$ cat config.mk
export PLATFORM = sky130hd
export DESIGN_NAME = sha256_stream_hasher_unit_flat
export DESIGN_NICKNAME = d
export VERILOG_FILES = /design/src/hdl/sha256_pkg.sv /design/src/hdl/sha256_if.sv /design/src/hdl/sha256_sched.sv /design/src/hdl/sha256_compress.sv /design/src/hdl/sha256_stream_hasher_unit.sv /design/src/flat_wrapper.sv
export SDC_FILE = /design/constraint.sdc
export NUM_CORES = 2
export LEC_CHECK = 0
export ABC_AREA = 0
export BUFFER_PORTS_ARGS = -buffer_cell sky130_fd_sc_hd__clkbuf_2
export CAP_MARGIN = 20
export CORE_UTILIZATION = 36
export DETAILED_ROUTE_END_ITERATION = 16
export GPL_TIMING_DRIVEN = 0
export PLACE_DENSITY_LB_ADDON = 0.25
export SYNTH_ARGS = -nofsm -noshare
export SYNTH_HDL_FRONTEND = slang
export SYNTH_SLANG_ARGS = --single-unit
$ cat constraint.sdc
create_clock -name clk -period 10.4 [get_ports clk]
set_input_delay 2.6 -clock clk [delete_from_list [all_inputs] [get_ports clk]]
set_output_delay 2.6 -clock clk [all_outputs]
set_load 0.01 [all_outputs]
$ cat src/hdl/sha256_pkg.sv
package sha256_pkg;

	typedef logic [31:0] word_t;

	localparam logic OP_ABSORB = 1'b0;
	localparam logic OP_FINISH = 1'b1;

	localparam logic [7:0] PAD_MARK  = 8'h80;
	localparam logic [5:0] LEN_POS   = 6'd56;
	localparam logic [5:0] FILL_LAST = 6'd63;
	localparam logic [2:0] WORD_LAST = 3'd7;

	localparam word_t K_TABLE [64] = '{
		32'h428a2f98, 32'h71374491, 32'hb5c0fbcf, 32'he9b5dba5,
		32'h3956c25b, 32'h59f111f1, 32'h923f82a4, 32'hab1c5ed5,
		32'hd807aa98, 32'h12835b01, 32'h243185be, 32'h550c7dc3,
		32'h72be5d74, 32'h80deb1fe, 32'h9bdc06a7, 32'hc19bf174,
		32'he49b69c1, 32'hefbe4786, 32'h0fc19dc6, 32'h240ca1cc,
		32'h2de92c6f, 32'h4a7484aa, 32'h5cb0a9dc, 32'h76f988da,
		32'h983e5152, 32'ha831c66d, 32'hb00327c8, 32'hbf597fc7,
		32'hc6e00bf3, 32'hd5a79147, 32'h06ca6351, 32'h14292967,
		32'h27b70a85, 32'h2e1b2138, 32'h4d2c6dfc, 32'h53380d13,
		32'h650a7354, 32'h766a0abb, 32'h81c2c92e, 32'h92722c85,
		32'ha2bfe8a1, 32'ha81a664b, 32'hc24b8b70, 32'hc76c51a3,
		32'hd192e819, 32'hd6990624, 32'hf40e3585, 32'h106aa070,
		32'h19a4c116, 32'h1e376c08, 32'h2748774c, 32'h34b0bcb5,
		32'h391c0cb3, 32'h4ed8aa4a, 32'h5b9cca4f, 32'h682e6ff3,
		32'h748f82ee, 32'h78a5636f, 32'h84c87814, 32'h8cc70208,
		32'h90befffa, 32'ha4506ceb, 32'hbef9a3f7, 32'hc67178f2
	};

	localparam word_t H_INIT [8] = '{
		32'h6a09e667, 32'hbb67ae85, 32'h3c6ef372, 32'ha54ff53a,
		32'h510e527f, 32'h9b05688c, 32'h1f83d9ab, 32'h5be0cd19
	};

	// byte write into the schedule window
	typedef struct packed {
		logic       en;
		logic [5:0] idx;
		logic [7:0] data;
	} wr_t;

	typedef struct packed {
		logic start;
		logic init;
	} cmp_ctl_t;

	typedef struct packed {
		logic round_en;
		logic done;
	} cmp_sts_t;

endpackage

$ cat src/hdl/sha256_if.sv
interface sha256_in_if;
	import sha256_pkg::*;

	logic       valid;
	logic       ready;
	logic       operation;
	logic [7:0] data_byte;

	modport source (output valid, output operation, output data_byte, input ready);
	modport sink (input valid, input operation, input data_byte, output ready);
endinterface

interface sha256_out_if;
	import sha256_pkg::*;

	logic       valid;
	logic       ready;
	word_t      digest_word;
	logic [2:0] word_index;
	logic       last_word;

	modport source (output valid, output digest_word, output word_index, output last_word,
		input ready);
	modport sink (input valid, input digest_word, input word_index, input last_word,
		output ready);
endinterface

$ cat src/hdl/sha256_sched.sv
module sha256_sched (
	input  logic               clk,
	input  sha256_pkg::wr_t    wr,
	input  logic               shift,
	output sha256_pkg::word_t  w_t
);
	import sha256_pkg::*;

	word_t win_q [16];
	word_t w_new;

	function automatic word_t sig0(input word_t x);
		sig0 = {x[6:0], x[31:7]} ^ {x[17:0], x[31:18]} ^ (x >> 3);
	endfunction

	function automatic word_t sig1(input word_t x);
		sig1 = {x[16:0], x[31:17]} ^ {x[18:0], x[31:19]} ^ (x >> 10);
	endfunction

	assign w_new = win_q[0] + sig0(win_q[1]) + win_q[9] + sig1(win_q[14]);
	assign w_t   = win_q[0];

	// bytes land most significant first; advance the window once per round
	always_ff @(posedge clk) begin
		if (wr.en) begin
			win_q[wr.idx[5:2]][{~wr.idx[1:0], 3'b000} +: 8] <= wr.data;
		end else if (shift) begin
			for (int i = 0; i < 15; i++) begin
				win_q[i] <= win_q[i + 1];
			end
			win_q[15] <= w_new;
		end
	end

endmodule

$ cat src/hdl/sha256_compress.sv
module sha256_compress (
	input  logic                 clk,
	input  logic                 arst_n,
	input  sha256_pkg::cmp_ctl_t ctl,
	input  sha256_pkg::word_t    w_t,
	output sha256_pkg::cmp_sts_t sts,
	output sha256_pkg::word_t    hash [8]
);
	import sha256_pkg::*;

	typedef enum logic [1:0] {C_IDLE, C_ROUND, C_FINAL} cstate_t;

	cstate_t    state_q;
	logic [5:0] cnt_q;
	word_t      hash_q [8];
	word_t      a_q, b_q, c_q, d_q, e_q, f_q, g_q, h_q;
	word_t      s0, s1, ch, mj, t1;

	assign s1 = {e_q[5:0], e_q[31:6]} ^ {e_q[10:0], e_q[31:11]} ^ {e_q[24:0], e_q[31:25]};
	assign ch = (e_q & f_q) ^ (~e_q & g_q);
	assign t1 = h_q + s1 + ch + K_TABLE[cnt_q] + w_t;
	assign s0 = {a_q[1:0], a_q[31:2]} ^ {a_q[12:0], a_q[31:13]} ^ {a_q[21:0], a_q[31:22]};
	assign mj = (a_q & b_q) ^ (a_q & c_q) ^ (b_q & c_q);

	assign sts.round_en = (state_q == C_ROUND);
	assign sts.done     = (state_q == C_FINAL);
	assign hash         = hash_q;

	always_ff @(posedge clk or negedge arst_n) begin
		if (!arst_n) begin
			state_q <= C_IDLE;
			cnt_q   <= '0;
			hash_q  <= H_INIT;
		end else begin
			unique case (state_q)
				C_IDLE: begin
					cnt_q <= '0;
					if (ctl.start) begin
						state_q <= C_ROUND;
					end
				end
				C_ROUND: begin
					cnt_q <= cnt_q + 6'd1;
					if (cnt_q == FILL_LAST) begin
						state_q <= C_FINAL;
					end
				end
				C_FINAL: begin
					hash_q[0] <= hash_q[0] + a_q;
					hash_q[1] <= hash_q[1] + b_q;
					hash_q[2] <= hash_q[2] + c_q;
					hash_q[3] <= hash_q[3] + d_q;
					hash_q[4] <= hash_q[4] + e_q;
					hash_q[5] <= hash_q[5] + f_q;
					hash_q[6] <= hash_q[6] + g_q;
					hash_q[7] <= hash_q[7] + h_q;
					state_q   <= C_IDLE;
				end
				default: state_q <= C_IDLE;
			endcase
			if (ctl.init) begin
				hash_q <= H_INIT;
			end
		end
	end

	// working variables
	always_ff @(posedge clk) begin
		if (state_q == C_IDLE && ctl.start) begin
			a_q <= hash_q[0]; b_q <= hash_q[1]; c_q <= hash_q[2]; d_q <= hash_q[3];
			e_q <= hash_q[4]; f_q <= hash_q[5]; g_q <= hash_q[6]; h_q <= hash_q[7];
		end else if (state_q == C_ROUND) begin
			h_q <= g_q; g_q <= f_q; f_q <= e_q; e_q <= d_q + t1;
			d_q <= c_q; c_q <= b_q; b_q <= a_q; a_q <= t1 + s0 + mj;
		end
	end

endmodule

$ cat src/hdl/sha256_stream_hasher_unit.sv
// SHA-256 hasher over a byte stream.
// Input channel msg: each transfer carries operation and data_byte. Operation
// absorb appends data_byte to the current message; operation finish pads the
// message, hashes the tail and produces the digest.
// Output channel digest: eight transfers per finished message, digest_word is
// one hash word (most significant byte first), word_index counts 0..7, and
// last_word marks the eighth.
// Flow: absorbs are taken back to back while the block is idle; the byte that
// fills a 64-byte block stops input while it is compressed (a load step, 64
// rounds through the single round unit, a fold into the hash words). A finish
// pads from the fill position to the end of the block and compresses it,
// adding a second padded block for the length when more than 55 bytes are
// held, all before the first digest word; one word follows per cycle when
// the receiver takes them. The block does not take input from a finish until
// the eighth word has entered the output register.
// Reset clears the hash words to their initial values, the fill count and the
// byte count. A stall on digest holds the current word in the output register
// and pauses the word sequence; absorb transfers resume once the eighth word
// is loaded, even while it still waits to be taken.
module sha256_stream_hasher_unit (
	input  logic         clk,
	input  logic         arst_n,
	sha256_in_if.sink    msg,
	sha256_out_if.source digest
);
	import sha256_pkg::*;

	typedef enum logic [2:0] {S_IDLE, S_PAD, S_CMP_GO, S_CMP_WAIT, S_OUT} state_t;

	state_t      state_q;
	logic [5:0]  fill_q;
	logic [63:0] octets_q;
	logic [5:0]  pad_idx_q;
	logic        first_q;
	logic        len_here_q;
	logic        finishing_q;
	logic [2:0]  word_q;
	logic        out_valid_q;
	word_t       out_word_q;
	logic [2:0]  out_index_q;
	logic        out_last_q;

	logic [63:0] bit_len;
	logic [7:0]  pad_byte;
	logic        out_load;
	wr_t         wr;
	cmp_ctl_t    ctl;
	cmp_sts_t    sts;
	word_t       w_t;
	word_t       hash [8];

	assign msg.ready          = (state_q == S_IDLE);
	assign digest.valid       = out_valid_q;
	assign digest.digest_word = out_word_q;
	assign digest.word_index  = out_index_q;
	assign digest.last_word   = out_last_q;

	assign bit_len  = {octets_q[60:0], 3'b000};
	assign out_load = (state_q == S_OUT) && (!out_valid_q || digest.ready);

	// padding: marker first, zeros, then the big-endian bit length in the
	// last eight bytes of the final block
	always_comb begin
		if (first_q) begin
			pad_byte = PAD_MARK;
		end else if (len_here_q && pad_idx_q >= LEN_POS) begin
			pad_byte = bit_len[{~pad_idx_q[2:0], 3'b000} +: 8];
		end else begin
			pad_byte = '0;
		end
	end

	always_comb begin
		wr = '0;
		if (state_q == S_IDLE && msg.valid && msg.operation == OP_ABSORB) begin
			wr.en   = 1'b1;
			wr.idx  = fill_q;
			wr.data = msg.data_byte;
		end else if (state_q == S_PAD) begin
			wr.en   = 1'b1;
			wr.idx  = pad_idx_q;
			wr.data = pad_byte;
		end
	end

	// restart the chaining value as the eighth word is loaded into the output register
	assign ctl.start = (state_q == S_CMP_GO);
	assign ctl.init  = out_load && (word_q == WORD_LAST);

	sha256_sched u_sched (
		.clk   (clk),
		.wr    (wr),
		.shift (sts.round_en),
		.w_t   (w_t)
	);

	sha256_compress u_compress (
		.clk    (clk),
		.arst_n (arst_n),
		.ctl    (ctl),
		.w_t    (w_t),
		.sts    (sts),
		.hash   (hash)
	);

	always_ff @(posedge clk or negedge arst_n) begin
		if (!arst_n) begin
			state_q     <= S_IDLE;
			fill_q      <= '0;
			octets_q    <= '0;
			pad_idx_q   <= '0;
			first_q     <= 1'b0;
			len_here_q  <= 1'b0;
			finishing_q <= 1'b0;
			word_q      <= '0;
			out_valid_q <= 1'b0;
			out_word_q  <= '0;
			out_index_q <= '0;
			out_last_q  <= 1'b0;
		end else begin
			// load the next word, or drop the current one once taken
			if (out_load) begin
				out_valid_q <= 1'b1;
				out_word_q  <= hash[word_q];
				out_index_q <= word_q;
				out_last_q  <= (word_q == WORD_LAST);
			end else if (digest.ready) begin
				out_valid_q <= 1'b0;
			end
			unique case (state_q)
				S_IDLE: begin
					if (msg.valid) begin
						if (msg.operation == OP_ABSORB) begin
							octets_q <= octets_q + 64'd1;
							fill_q   <= fill_q + 6'd1;
							if (fill_q == FILL_LAST) begin
								finishing_q <= 1'b0;
								state_q     <= S_CMP_GO;
							end
						end else begin
							pad_idx_q   <= fill_q;
							first_q     <= 1'b1;
							len_here_q  <= (fill_q < LEN_POS);
							finishing_q <= 1'b1;
							fill_q      <= '0;
							state_q     <= S_PAD;
						end
					end
				end
				S_PAD: begin
					first_q   <= 1'b0;
					pad_idx_q <= pad_idx_q + 6'd1;
					if (pad_idx_q == FILL_LAST) begin
						state_q <= S_CMP_GO;
					end
				end
				S_CMP_GO: begin
					state_q <= S_CMP_WAIT;
				end
				S_CMP_WAIT: begin
					if (sts.done) begin
						if (!finishing_q) begin
							state_q <= S_IDLE;
						end else if (len_here_q) begin
							word_q   <= '0;
							octets_q <= '0;
							state_q  <= S_OUT;
						end else begin
							// long tail: the length goes into a fresh block,
							// pad_idx_q has wrapped to zero
							len_here_q <= 1'b1;
							state_q    <= S_PAD;
						end
					end
				end
				S_OUT: begin
					if (out_load) begin
						word_q <= word_q + 3'd1;
						if (word_q == WORD_LAST) begin
							finishing_q <= 1'b0;
							state_q     <= S_IDLE;
						end
					end
				end
				default: state_q <= S_IDLE;
			endcase
		end
	end

endmodule

$ cat src/flat_wrapper.sv
// flat-port wrapper written by rule: the top's interface ports become plain ports
module sha256_stream_hasher_unit_flat import sha256_pkg::*;
  (clk, arst_n, msg_valid, msg_operation, msg_data_byte, msg_ready, digest_valid, digest_digest_word, digest_word_index, digest_last_word, digest_ready);
  sha256_in_if msg_i ();
  sha256_out_if digest_i ();
  input  logic clk;
  input  logic arst_n;
  input wire logic [$bits(msg_i.valid)-1:0] msg_valid;
  input wire logic [$bits(msg_i.operation)-1:0] msg_operation;
  input wire logic [$bits(msg_i.data_byte)-1:0] msg_data_byte;
  output wire logic [$bits(msg_i.ready)-1:0] msg_ready;
  output wire logic [$bits(digest_i.valid)-1:0] digest_valid;
  output wire logic [$bits(digest_i.digest_word)-1:0] digest_digest_word;
  output wire logic [$bits(digest_i.word_index)-1:0] digest_word_index;
  output wire logic [$bits(digest_i.last_word)-1:0] digest_last_word;
  input wire logic [$bits(digest_i.ready)-1:0] digest_ready;
  assign msg_i.valid = msg_valid;
  assign msg_i.operation = msg_operation;
  assign msg_i.data_byte = msg_data_byte;
  assign msg_ready = msg_i.ready;
  assign digest_valid = digest_i.valid;
  assign digest_digest_word = digest_i.digest_word;
  assign digest_word_index = digest_i.word_index;
  assign digest_last_word = digest_i.last_word;
  assign digest_i.ready = digest_ready;
  sha256_stream_hasher_unit u_core (.clk(clk), .arst_n(arst_n), .msg(msg_i), .digest(digest_i));
endmodule
==> results.py <==
metrics = {
    "global_route": {
        "grt_pass1_vias": 62424,
        "overflow": 0,
        "grt_max_degree": 94,
        "grt_pass1_wl_um": 470000,
        "antenna_found_initial": 9,
        "track_usage_pct": 30.5,
    },
    "clock_tree": {
        "cts_made_buffers": 142,
        "cts_max_level": 4,
        "root_buffer": "clkbuf_16",
        "path_clk_slew_ps": 60,
        "clockBufferDepth": 3,
        "cts_tree": "yes",
        "cts.sinks": 1151,
        "clock_latency_ps": 860,
    },
    "synth": {
        "synth_cell_types": 90,
        "synthFlopType": "edfxtp_1",
        "netlist_instances": 7680,
        "ys_seq_area_share_pct": 42.7,
        "synth_edf_count": 768,
        "synth_seq_cells": 1151,
        "synth_area_mm2": 0.0768,
        "syn-num-nets": 8288,
        "syn_area_per_cell_um2": 10.0,
        "ys_warn_count": 0,
        "async_reset_ff_share_pct": 33.3,
    },
    "finish": {
        "largest_register_ffs": 512,
        "area_growth_pct": 13.4,
        "final_cell_mix": "1178 x nand2_1, 768 x edfxtp_1, 640 x a21o_1",
        "design_area_mm2": 0.0871,
        "mostFrequentLayoutCell": "nand2_1",
        "top_register": "u_core.u_sched.win_q",
        "drive_gt1_share_pct": 9.30,
        "fill_cells": 20698,
        "fin_nets": 8612,
    },
    "sta": {
        "slew_headroom_pct": 7.91,
        "rsz0062_at_grt": "false",
        "slew_viol_final": 0,
        "fin_skew_ps": 55.1,
        "fmax_ghz": 0.0986,
        "finalSetupViolations": 0,
        "worstMarginPinSlew_ps": 1380,
        "period_share_pct": 97.5,
        "min_period_ps": 10140,
        "hold_viol": 0,
    },
    "floorplanning": {
        "die_w_um": 464,
        "io_pins": 51,
        "start_util_pct": 36.2,
        "num_rows": 169,
        "dieHeight_um": 464,
        "coreArea_mm2": 0.212,
        "dieArea_mm2": 0.215,
    },
    "placement": {
        "dpl-instance-area_mm2": 0.0820,
        "gp_congestion": 1.02,
        "io_buffer_count": 50,
        "hpwl_um": 260000,
    },
    "critical_path": {
        "ff2ff_path_depth": 34,
        "cp_num_buf_inv": 7,
        "reg2reg_setup_slack_ps": 260,
        "critPathLaunchType": "register",
        "reg2reg_from": "u_core.u_compress.cnt_q[2]",
        "crit_arrival_ps": 10680,
        "end_kind": "register",
        "r2r-end": "u_core.u_compress.a_q[28]",
        "cp_max_fo": 10,
        "slowest_stage": "fa_1",
        "cp.required_ps": 10940,
        "path_common_cell": "a21oi_1",
        "critPathMaxStageDelay_ps": 680,
        "critical-path-top-delay-family": "compound AO/OA/AOI/OAI gates",
        "critPathKind": "reg2reg",
    },
    "routing": {
        "dr_wl_met2_um": 144000,
        "routedWlPerCell_um": 30.5,
        "route.met3.wl_um": 31500,
        "wl_met1_um": 138000,
        "dr.pass1.iters": 13,
        "route.detailed.drc": 24,
        "highest_layer": "met5",
        "wl_um": 334000,
        "detail-route-antenna-nets": 0,
        "drt-initial-drc-count": 8778,
        "num_vias": 65628,
        "via_per_inst": 5.99,
    },
    "flow_run": {
        "cap_violations": 0,
    },
    "worst_hold_path": {
        "hp-class": "reg2reg",
        "hold_end": "u_core.digest.digest_word[4]",
        "hold_path_depth": 2,
        "min_from": "u_core.digest.digest_word[4]",
    },
    "run_status": {
        "violations": "DRC",
        "run_status": "finished with violations",
    },
}
cell families (layout without fill, tap and decap cells):
group	after synthesis	after routing	synth area share (%)
multiplexers	172	172	3.65
XOR/XNOR	580	580	6.62
buffers and inverters	725	1167	3.60
AND/OR/NAND/NOR	2150	2150	12.3
adder cells (fa/ha/maj)	618	618	11.9
AO/OA/AOI/OAI	2284	2284	19.2
other	0	7	0
flip-flops	1151	1151	42.7
cell type report:
cell class	instances	area (µm²)	share of cell area, %
multi-input cells	5804	41300	47.4
flip-flops and latches	1151	32800	37.7
clock buffers	188	3880	4.46
well taps	2821	3530	4.05
repair buffers	181	1750	2.00
plain buffers	443	1740	2.00
inverters	281	1060	1.22
clock inverters	74	998	1.15
diodes	7	17.5	0.0201
stage by stage:
step | worst slack [ps] | cells | util [%] | hold slack, ps | TNS (ps)
after floorplan | 2780 | 7680 | - | 467 | 0
after global placement | -4530 | 10551 | 38.0 | 465 | -2161730
after detailed placement | -931 | 10663 | 38.6 | 472 | -4110
after CTS | 166 | 10924 | 41.0 | 485 | 0
after global routing | 102 | 10944 | 41.0 | 501 | 0
final | 259 | 10950 | 41.0 | 475 | 0
worst max path at each step:
stage / startpoint / endpoint / slack (ps) / cells after the start
4_1_cts: u_core.u_compress.cnt_q[0] / u_core.u_compress.a_q[28] / 170 / 31
3_5_place_dp: u_core.u_compress.cnt_q[2] / u_core.u_compress.a_q[28] / -930 / 30
2_1_floorplan: u_core.state_q[1] / u_core.u_compress.a_q[0] / 2780 / 7
5_1_grt: u_core.u_compress.cnt_q[2] / u_core.u_compress.a_q[23] / 100 / 33
3_3_place_gp: u_core.state_q[1] / u_core.u_compress.c_q[12] / -4530 / 7
6_report: u_core.u_compress.cnt_q[2] / u_core.u_compress.a_q[28] / 260 / 34
cells in the mapped netlist (all sizes together) (14+ instances only):
master | n | share of area (%)
mux4 | 84 | 2.5
ha | 400 | 6.5
nor2 | 379 | 1.9
nand3 | 152 | 0.99
mux2 | 23 | 0.34
nor2b | 50 | 0.41
mux2i | 65 | 0.85
o21a | 53 | 0.52
a21oi | 524 | 3.4
or3 | 44 | 0.37
a31oi | 68 | 0.55
nand2b | 69 | 0.57
o22ai | 36 | 0.30
nand2 | 1181 | 5.8
o21bai | 50 | 0.49
dfrtp | 247 | 8.1
inv | 281 | 1.4
fa | 195 | 5.1
nor3 | 98 | 0.69
edfxtp | 768 | 30
xnor2 | 397 | 4.5
a211oi | 80 | 0.78
a2111oi | 14 | 0.17
o211ai | 105 | 1.0
o21ai | 499 | 3.3
maj3 | 23 | 0.30
xor2 | 183 | 2.1
and3 | 43 | 0.35
buf | 65 | 0.37
clkbuf | 379 | 1.9
a211o | 15 | 0.17
and2 | 15 | 0.12
or2 | 22 | 0.18
o311ai | 21 | 0.24
dfstp | 136 | 4.7
nand4 | 27 | 0.22
o31ai | 26 | 0.25
a21o | 640 | 6.3
repair_timing:
action                     CTS  global route
resized for setup           19            16
pin swaps                    0             0
hold buffers                 0             0
setup endpoints to repair   13             4
buffers inserted             0             3
layer usage:
metal | GRT usage [%] | up-vias
li1 | - | 28294
met3 | 6.25 | 776
met4 | 15.4 | 2
met5 | 0 | -
met2 | 46.0 | 3554
met1 | 41.3 | 33002
tightest hold or removal path, stage by stage (launching register included):
cell     delay (ps)
dfrtp_1         340
nand2_1          40
o21ai_0          60
Power is left out: the tool's default activity adds up to more than one toggle a clock period on the data nets, which glitch-free logic cannot reach.
